### config.mk
export PLATFORM = sky130hd
export DESIGN_NAME = bounded_set_table
export DESIGN_NICKNAME = d
export VERILOG_FILES = /design/src/rtl/bst_pkg.sv /design/src/rtl/bounded_set_table.sv /design/src/rtl/bst_ram.sv /design/src/rtl/bst_engine.sv
export SDC_FILE = /design/constraint.sdc
export NUM_CORES = 2
export LEC_CHECK = 0
export BUFFER_PORTS_ARGS = -buffer_cell sky130_fd_sc_hd__buf_2
export CAP_MARGIN = 25
export CORE_ASPECT_RATIO = 0.5
export CORE_UTILIZATION = 48
export CTS_BUF_LIST = sky130_fd_sc_hd__clkbuf_16
export DETAILED_ROUTE_END_ITERATION = 12
export GPL_ROUTABILITY_DRIVEN = 0
export HOLD_SLACK_MARGIN = 0.03
export PLACE_DENSITY = 0.76
export SLEW_MARGIN = 20
export SYNTH_ARGS = -nofsm -noshare
export SYNTH_HDL_FRONTEND = slang
export SYNTH_SLANG_ARGS = --single-unit
### constraint.sdc
create_clock -name clock -period 5.1 [get_ports clock]
set_clock_uncertainty 0.1 [all_clocks]
set_input_delay 0.51 -clock clock [delete_from_list [all_inputs] [get_ports clock]]
set_output_delay 0.51 -clock clock [all_outputs]
set_load 0.01 [all_outputs]
### src/rtl/bst_pkg.sv
// bst_pkg: shared types and constants for the bounded set table.
// Holds the command opcodes, the command and result transaction structs
// and the default capacity. No dependencies.
`timescale 1ns / 1ps

package bst_pkg;

   localparam int BST_CAPACITY = 64;
   localparam int VALUE_W      = 32;
   localparam int RES_COUNT_W  = 7;

   typedef enum logic [1:0] {
      OP_QUERY  = 2'd0,
      OP_INSERT = 2'd1,
      OP_DELETE = 2'd2,
      OP_CLEAR  = 2'd3
   } bst_op_type;

   typedef struct packed {
      bst_op_type                 opcode;
      logic signed [VALUE_W-1:0]  value;
   } bst_cmd_type;

   typedef struct packed {
      logic                    status;
      logic                    is_member;
      logic [RES_COUNT_W-1:0]  count_greater;
      logic [RES_COUNT_W-1:0]  count_less;
      logic [RES_COUNT_W-1:0]  set_size;
      logic                    is_empty;
   } bst_result_type;

endpackage

### src/rtl/bounded_set_table.sv
// bounded_set_table: top level of the bounded set table.
// Holds the request handshake and the response output register around bst_engine.
// Depends on bst_pkg and bst_engine.
`timescale 1ns / 1ps

// The block keeps a set of distinct signed 32-bit values, up to CAPACITY of
// them, in one single-port-read, single-port-write RAM, plus an element count
// that reset clears. Each request transaction carries an opcode (query,
// insert, delete, clear) and a value; each yields exactly one response
// transaction with status, membership and the greater and less counts taken
// over the set before the command, and the size and empty flag after it.
// Commands run one at a time: an accepted command starts the scan, reads
// the n stored elements one RAM read a cycle, decides, then for a
// successful delete shifts each element above the removed one down by a
// read and a write per cycle, and hands the result to the output register
// once that register is free. req_stall is high while a command is in
// progress; a finished response waits in the output register without
// holding up the start of the next command. No clearing pass is needed
// after reset: only entries below the count are ever read.

module bounded_set_table #(
   parameter int CAPACITY = bst_pkg::BST_CAPACITY
) (
   input  logic                                  clock,
   input  logic                                  reset,
   input  logic                                  req_valid,
   output logic                                  req_stall,
   input  logic [1:0]                            req_opcode,
   input  logic signed [bst_pkg::VALUE_W-1:0]    req_value,
   output logic                                  rsp_valid,
   input  logic                                  rsp_stall,
   output logic                                  rsp_status,
   output logic                                  rsp_is_member,
   output logic [bst_pkg::RES_COUNT_W-1:0]       rsp_count_greater,
   output logic [bst_pkg::RES_COUNT_W-1:0]       rsp_count_less,
   output logic [bst_pkg::RES_COUNT_W-1:0]       rsp_set_size,
   output logic                                  rsp_is_empty
);

   import bst_pkg::*;

   logic           engine_idle;
   logic           start;
   bst_cmd_type    cmd;
   logic           out_free;
   logic           res_valid;
   bst_result_type result;

   logic           rsp_valid_ff, rsp_valid_in;
   bst_result_type rsp_ff, rsp_in;

   // Take a request transaction only while the sequencer is idle.
   assign req_stall  = !engine_idle;
   assign start      = req_valid && !req_stall;
   assign cmd.opcode = bst_op_type'(req_opcode);
   assign cmd.value  = req_value;

   // The output register is free when empty or emptied at this edge.
   assign out_free = !rsp_valid_ff || !rsp_stall;

   bst_engine #(
      .CAPACITY (CAPACITY)
   ) u_engine (
      .clock     (clock),
      .reset     (reset),
      .start     (start),
      .cmd       (cmd),
      .out_free  (out_free),
      .idle      (engine_idle),
      .res_valid (res_valid),
      .result    (result)
   );

   // Load a finished result; drop the valid once the transaction completes.
   always_comb begin
      rsp_valid_in = rsp_valid_ff;
      rsp_in       = rsp_ff;
      if (res_valid) begin
         rsp_valid_in = 1'b1;
         rsp_in       = result;
      end else if (rsp_valid_ff && !rsp_stall) begin
         rsp_valid_in = 1'b0;
      end
   end

   always_ff @(posedge clock) begin
      if (reset) begin
         rsp_valid_ff <= 1'b0;
      end else begin
         rsp_valid_ff <= rsp_valid_in;
      end
      rsp_ff <= rsp_in;
   end

   assign rsp_valid         = rsp_valid_ff;
   assign rsp_status        = rsp_ff.status;
   assign rsp_is_member     = rsp_ff.is_member;
   assign rsp_count_greater = rsp_ff.count_greater;
   assign rsp_count_less    = rsp_ff.count_less;
   assign rsp_set_size      = rsp_ff.set_size;
   assign rsp_is_empty      = rsp_ff.is_empty;

endmodule

### src/rtl/bst_ram.sv
// bst_ram: generic single-clock RAM, one write port and one read port.
// Read data is registered. No dependencies.
`timescale 1ns / 1ps

module bst_ram #(
   parameter int WIDTH = 32,
   parameter int DEPTH = 64
) (
   input  logic                                        clock,
   input  logic                                        wr_en,
   input  logic [((DEPTH > 1) ? $clog2(DEPTH) : 1)-1:0] wr_addr,
   input  logic [WIDTH-1:0]                            wr_data,
   input  logic                                        rd_en,
   input  logic [((DEPTH > 1) ? $clog2(DEPTH) : 1)-1:0] rd_addr,
   output logic [WIDTH-1:0]                            rd_data
);

   logic [WIDTH-1:0] mem_ff [DEPTH];
   logic [WIDTH-1:0] rd_data_ff;

   always_ff @(posedge clock) begin
      if (wr_en) begin
         mem_ff[wr_addr] <= wr_data;
      end
      if (rd_en) begin
         rd_data_ff <= mem_ff[rd_addr];
      end
   end

   assign rd_data = rd_data_ff;

endmodule

### src/rtl/bst_engine.sv
// bst_engine: command sequencer of the bounded set table around the element RAM.
// Scans the stored elements, decides the command and shifts entries down on delete.
// Depends on bst_pkg and bst_ram.
`timescale 1ns / 1ps

module bst_engine #(
   parameter int CAPACITY = bst_pkg::BST_CAPACITY
) (
   input  logic                    clock,
   input  logic                    reset,
   input  logic                    start,
   input  bst_pkg::bst_cmd_type    cmd,
   input  logic                    out_free,
   output logic                    idle,
   output logic                    res_valid,
   output bst_pkg::bst_result_type result
);

   import bst_pkg::*;

   localparam int IDX_W = (CAPACITY > 1) ? $clog2(CAPACITY) : 1;
   localparam int CNT_W = $clog2(CAPACITY + 1);

   typedef enum logic [2:0] {
      ST_IDLE,
      ST_SCAN,
      ST_DECIDE,
      ST_SHIFT,
      ST_DONE
   } state_type;

   state_type                 state_ff, state_in;
   logic [CNT_W-1:0]          count_ff, count_in;
   logic [IDX_W-1:0]          chk_ff, chk_in;
   logic [IDX_W-1:0]          hit_ff, hit_in;
   logic [IDX_W-1:0]          shift_ff, shift_in;
   bst_op_type                op_ff, op_in;
   logic signed [VALUE_W-1:0] value_ff, value_in;
   logic                      member_ff, member_in;
   logic [CNT_W-1:0]          greater_ff, greater_in;
   logic [CNT_W-1:0]          less_ff, less_in;
   bst_result_type            result_ff, result_in;
   logic                      res_valid_ff, res_valid_in;

   logic                      rd_en;
   logic [IDX_W-1:0]          rd_addr;
   logic [VALUE_W-1:0]        rd_data;
   logic                      wr_en;
   logic [IDX_W-1:0]          wr_addr;
   logic [VALUE_W-1:0]        wr_data;

   logic                      scan_last;
   logic                      shift_more;
   logic [CNT_W-1:0]          new_count;
   logic                      fail;

   bst_ram #(
      .WIDTH (VALUE_W),
      .DEPTH (CAPACITY)
   ) u_store (
      .clock   (clock),
      .wr_en   (wr_en),
      .wr_addr (wr_addr),
      .wr_data (wr_data),
      .rd_en   (rd_en),
      .rd_addr (rd_addr),
      .rd_data (rd_data)
   );

   always_comb begin
      state_in     = state_ff;
      count_in     = count_ff;
      chk_in       = chk_ff;
      hit_in       = hit_ff;
      shift_in     = shift_ff;
      op_in        = op_ff;
      value_in     = value_ff;
      member_in    = member_ff;
      greater_in   = greater_ff;
      less_in      = less_ff;
      result_in    = result_ff;
      res_valid_in = 1'b0;
      rd_en        = 1'b0;
      rd_addr      = '0;
      wr_en        = 1'b0;
      wr_addr      = '0;
      wr_data      = value_ff;
      new_count    = count_ff;
      fail         = 1'b0;
      scan_last    = (CNT_W'(chk_ff) + CNT_W'(1)) == count_ff;
      shift_more   = (CNT_W'(shift_ff) + CNT_W'(1)) < count_ff;

      unique case (state_ff)
         ST_IDLE: begin
            if (start) begin
               op_in      = cmd.opcode;
               value_in   = cmd.value;
               member_in  = 1'b0;
               greater_in = '0;
               less_in    = '0;
               hit_in     = '0;
               chk_in     = '0;
               if (count_ff != '0) begin
                  rd_en    = 1'b1;
                  state_in = ST_SCAN;
               end else begin
                  state_in = ST_DECIDE;
               end
            end
         end

         ST_SCAN: begin
            // rd_data holds entry chk_ff
            if (rd_data == value_ff) begin
               if (!member_ff) begin
                  hit_in = chk_ff;
               end
               member_in = 1'b1;
            end else if ($signed(rd_data) > value_ff) begin
               greater_in = greater_ff + CNT_W'(1);
            end else begin
               less_in = less_ff + CNT_W'(1);
            end
            if (scan_last) begin
               state_in = ST_DECIDE;
            end else begin
               rd_en   = 1'b1;
               rd_addr = chk_ff + IDX_W'(1);
               chk_in  = chk_ff + IDX_W'(1);
            end
         end

         ST_DECIDE: begin
            state_in = ST_DONE;
            unique case (op_ff)
               OP_QUERY: begin
               end
               OP_INSERT: begin
                  if (member_ff || (count_ff >= CNT_W'(CAPACITY))) begin
                     fail = 1'b1;
                  end else begin
                     wr_en     = 1'b1;
                     wr_addr   = IDX_W'(count_ff);
                     new_count = count_ff + CNT_W'(1);
                  end
               end
               OP_DELETE: begin
                  if (!member_ff) begin
                     fail = 1'b1;
                  end else begin
                     new_count = count_ff - CNT_W'(1);
                     // later entries exist: pull the first one up
                     if (CNT_W'(hit_ff) < new_count) begin
                        rd_en    = 1'b1;
                        rd_addr  = hit_ff + IDX_W'(1);
                        shift_in = hit_ff;
                        state_in = ST_SHIFT;
                     end
                  end
               end
               OP_CLEAR: begin
                  new_count = '0;
               end
               default: begin
               end
            endcase
            count_in                = new_count;
            result_in.status        = fail;
            result_in.is_member     = member_ff;
            result_in.count_greater = RES_COUNT_W'(greater_ff);
            result_in.count_less    = RES_COUNT_W'(less_ff);
            result_in.set_size      = RES_COUNT_W'(new_count);
            result_in.is_empty      = (new_count == '0);
         end

         ST_SHIFT: begin
            wr_en   = 1'b1;
            wr_addr = shift_ff;
            wr_data = rd_data;
            if (shift_more) begin
               rd_en    = 1'b1;
               rd_addr  = shift_ff + IDX_W'(2);
               shift_in = shift_ff + IDX_W'(1);
            end else begin
               state_in = ST_DONE;
            end
         end

         ST_DONE: begin
            if (out_free) begin
               res_valid_in = 1'b1;
               state_in     = ST_IDLE;
            end
         end

         default: begin
            state_in = ST_IDLE;
         end
      endcase
   end

   always_ff @(posedge clock) begin
      if (reset) begin
         state_ff     <= ST_IDLE;
         count_ff     <= '0;
         res_valid_ff <= 1'b0;
      end else begin
         state_ff     <= state_in;
         count_ff     <= count_in;
         res_valid_ff <= res_valid_in;
      end
      chk_ff     <= chk_in;
      hit_ff     <= hit_in;
      shift_ff   <= shift_in;
      op_ff      <= op_in;
      value_ff   <= value_in;
      member_ff  <= member_in;
      greater_ff <= greater_in;
      less_ff    <= less_in;
      result_ff  <= result_in;
   end

   assign idle      = (state_ff == ST_IDLE);
   assign res_valid = res_valid_ff;
   assign result    = result_ff;

`ifndef SYNTHESIS
   a_count_bound: assert property (@(posedge clock) disable iff (reset)
      count_ff <= CNT_W'(CAPACITY))
      else $error("element count above capacity");

   a_no_rw_clash: assert property (@(posedge clock) disable iff (reset)
      (wr_en && rd_en) |-> (wr_addr != rd_addr))
      else $error("read and write of the same entry in one cycle");

   a_scan_nonempty: assert property (@(posedge clock) disable iff (reset)
      (state_ff == ST_SCAN) |-> (count_ff != '0))
      else $error("scan running over an empty set");

   a_start_idle: assert property (@(posedge clock) disable iff (reset)
      start |-> (state_ff == ST_IDLE))
      else $error("command started while busy");

   a_result_from_done: assert property (@(posedge clock) disable iff (reset)
      res_valid_ff |-> ($past(state_ff) == ST_DONE))
      else $error("result issued outside the done step");
`endif

endmodule
==> impl_metrics.ini <==
[grt]
grt_overflow_total = 0
grt_max_degree = 96
grt_pass1_vias = 53780
antenna_found_initial = 21
grt_pass1_wl_um = 355200
grt_util_all_layers_pct = 26.46

[placed_design]
hpwl_um = 144500
pre_cts_ws_ns = -0.1929
place_area_um2 = 93840
port_buffers = 63

[sta]
hold_viol_final = 0
setup_violations = 0
rsz0062_at_grt = true
maxSlewViolCount = 0
maxSlewHeadroom_pct = 15.34
hold_ws_ns = 0.2472
worst_slack_ns = 0.1046
tightest_slew_ns = 1.269
min_period_ns = 4.995
fmax_mhz = 200.2
min_period_over_period_pct = 97.95

[cts]
tritoncts = yes
h-tree-depth = 4
path_clk_slew_ns = 0.07
cts_root_buffer = clkbuf_16
clock_latency_ns = 0.87
cts_buffers = 187
cts.sinks = 2207
clockBufferDepth = 3

[routing]
num_vias = 57230
drc = 0
drt_wl_total_um = 250600
first_pass_iters = 9
viasPerCell = 6.287
wl_per_cell_um = 27.54
dr.first_iter.drc_count = 9803
ant_nets = 0

[min_path]
hold_path.class = in2reg

[critical_path]
path_max_fanout = 17
crit_slowest_cell = edfxtp_1
worstPathRequired_ns = 5.61
startpoint_type = register
path_buf_inv = 5
crit_type = reg2reg
arrival_ns = 5.50
end_kind = register
crit_family = compound AO/OA/AOI/OAI gates
crit_path_cell_trace = ha_1 > nand2_1 > xnor2_1 > ha_1 > or3_1 > o32ai_1 > o21ai_2 > or2_2 > o221a_4 > buf_4 > buf_12 > buf_16 > buf_4 > buf_4 > a21oi_1 > a22oi_1 > a22oi_1 > a21oi_1 > or4_1
max_stage_delay_ns = 0.48
critPathMostFrequentCell = buf_4

[synth]
synthArstFlopShare_pct = 0
ys_warn_count = 0
ys_seq_area_share_pct = 75.92
synth_cells = 6196
synth_ff_type = edfxtp_1
synth_seq_cells = 2207
syn_avg_cell_area_um2 = 14.06
synth-edff-count = 2195
netlist_area_um2 = 87130
syn-num-nets = 6289
yosysUniqueCellTypes = 70

[final_layout]
fillers = 13290
drive_above_1_share_pct = 13.95
area_growth_pct = 16.04
design_area_um2 = 101100
nNetsFinal = 6622
fin_util_pct = 56.12

[floorplan]
die-area_um2 = 183300
start_util_pct = 48.36
die-width_um = 604.5
die_y_um = 303.3
core_um2 = 180200
io_pins = 64
rows = 110

[power_and_ir_drop]
fin_total_pwr_uw = 47570
ir_drop_v = 0.0003196
p_per_area_nw_per_um2 = 470.4
cellLeakagePower_uw = 0.03557

[outcome]
outcome = finished, final reports clean

[flow_run]
cap_violations = 0
[flip-flops by register name, indices dropped and copies added, names as in the netlist, 2 cells and up]
name                      cells
u_engine.u_store.mem_ff    2048
u_engine.u_store.rd_data     32
u_engine.value_ff            32
u_engine.result              24
rsp_count_greater             7
rsp_count_less                7
rsp_set_size                  7
u_engine.count_ff             7
u_engine.greater_ff           7
u_engine.less_ff              7
u_engine.chk_ff               6
u_engine.hit_ff               6
u_engine.shift_ff             6
u_engine.state_ff             3
u_engine.op_ff                2
[cell type report]
cell class	instances	area [um2]	share of cell area, %
antenna	7	17.52	0.01732
clock buffer	187	4679	4.628
clock inverter	160	1325	1.310
inverter	53	198.9	0.1968
multi-input combinational	3536	20410	20.19
sequential	2207	66150	65.43
tap	2408	3013	2.980
timing repair buffer	544	5311	5.253
[where the power goes]
group | leakage [uW] | switching, uW | internal (uW)
registers | 0.0199 | 356 | 21500
clock network | 0.00309 | 6630 | 7450
logic | 0.0126 | 7870 | 3780
total | 0.0356 | 14900 | 32700
[through the flow]
step	TNS, ns	cells
2_1_floorplan	0	6196
3_3_place_gp	-0.9698	8666
3_5_place_dp	-0.9691	8670
4_1_cts	0	9059
5_1_grt	-0.2684	9096
6_report	0	9102
[cell usage after synthesis (all sizes together), types with 6 or more instances]
library cell | instances | area, um2
edfxtp | 2195 | 65910
inv | 53 | 198.9
a21o | 20 | 150.1
nand4 | 13 | 81.33
and2 | 12 | 75.07
nor3 | 10 | 55.05
o21ai | 75 | 375.4
a21oi | 847 | 4239
mux2i | 155 | 1551
a32oi | 92 | 805.8
clkbuf | 314 | 1179
or4 | 40 | 300.3
nor2 | 138 | 520.5
o22ai | 59 | 369.1
o31a | 8 | 70.07
ha | 55 | 688.2
nand2b | 6 | 37.54
xnor2 | 21 | 183.9
dfxtp | 12 | 240.2
a211oi | 13 | 102.6
nand3 | 172 | 875.8
nor4 | 27 | 183.9
xor2 | 13 | 113.9
a22oi | 384 | 2883
buf | 87 | 414.2
nand2 | 1305 | 4898
[final timing paths]
kind,startpoint,to,slack [ns],cells after the start
hold / removal,req_value[8],u_engine.value_ff[8]$_DFFE_PP_,0.25,2
setup reg to reg,u_engine.shift_ff[1]$_DFFE_PP_,u_engine.u_store.rd_data[3]$_DFFE_PP_,0.10,19
hold reg to reg,u_engine.result[14]$_DFFE_PP_,rsp_count_less[6]$_DFFE_PP_,0.30,0
setup / recovery,u_engine.shift_ff[1]$_DFFE_PP_,u_engine.u_store.rd_data[3]$_DFFE_PP_,0.10,19
[kinds of logic after synthesis]
family / after synthesis / synth area share [%]
mux: 155 / 1.781
flops: 2207 / 75.92
buf+inv: 454 / 2.056
simple gates: 1746 / 8.254
xor+xnor: 35 / 0.3676
fa+ha+maj: 56 / 0.8013
compound gates: 1543 / 10.82
[routing by layer]
metal / share of wire, % / global-route usage (%)
met5: 0.086 / 0
met4: 4.8 / 12.94
met3: 15 / 8.187
met2: 44 / 39.77
met1: 36 / 35.26
[cell usage in the layout, fill, tap and decap left out, types with 39 or more instances in the layout]
cell	count
buf_4	345
clkinv_1	51
clkbuf_16	193
or4_1	40
nor2_4	71
nand2_1	1305
nand3_1	159
a22oi_1	377
o21ai_0	39
a21oi_1	834
a32oi_1	91
ha_1	55
nor2_1	65
edfxtp_1	2195
o22ai_1	59
mux2i_1	152
buf_2	63
buf_12	70
inv_1	97
[repair_timing]
item | CTS | global route
endpoints found under the setup margin | 11 | 32
endpoints found under the hold margin | 46 | 0
pin swaps | 0 | 16
resized for setup | 4 | 61
hold buffers | 38 | 0
cloned | 0 | 7
setup buffers | 4 | 22
No activity file was read; power rests on OpenSTA's default activity.
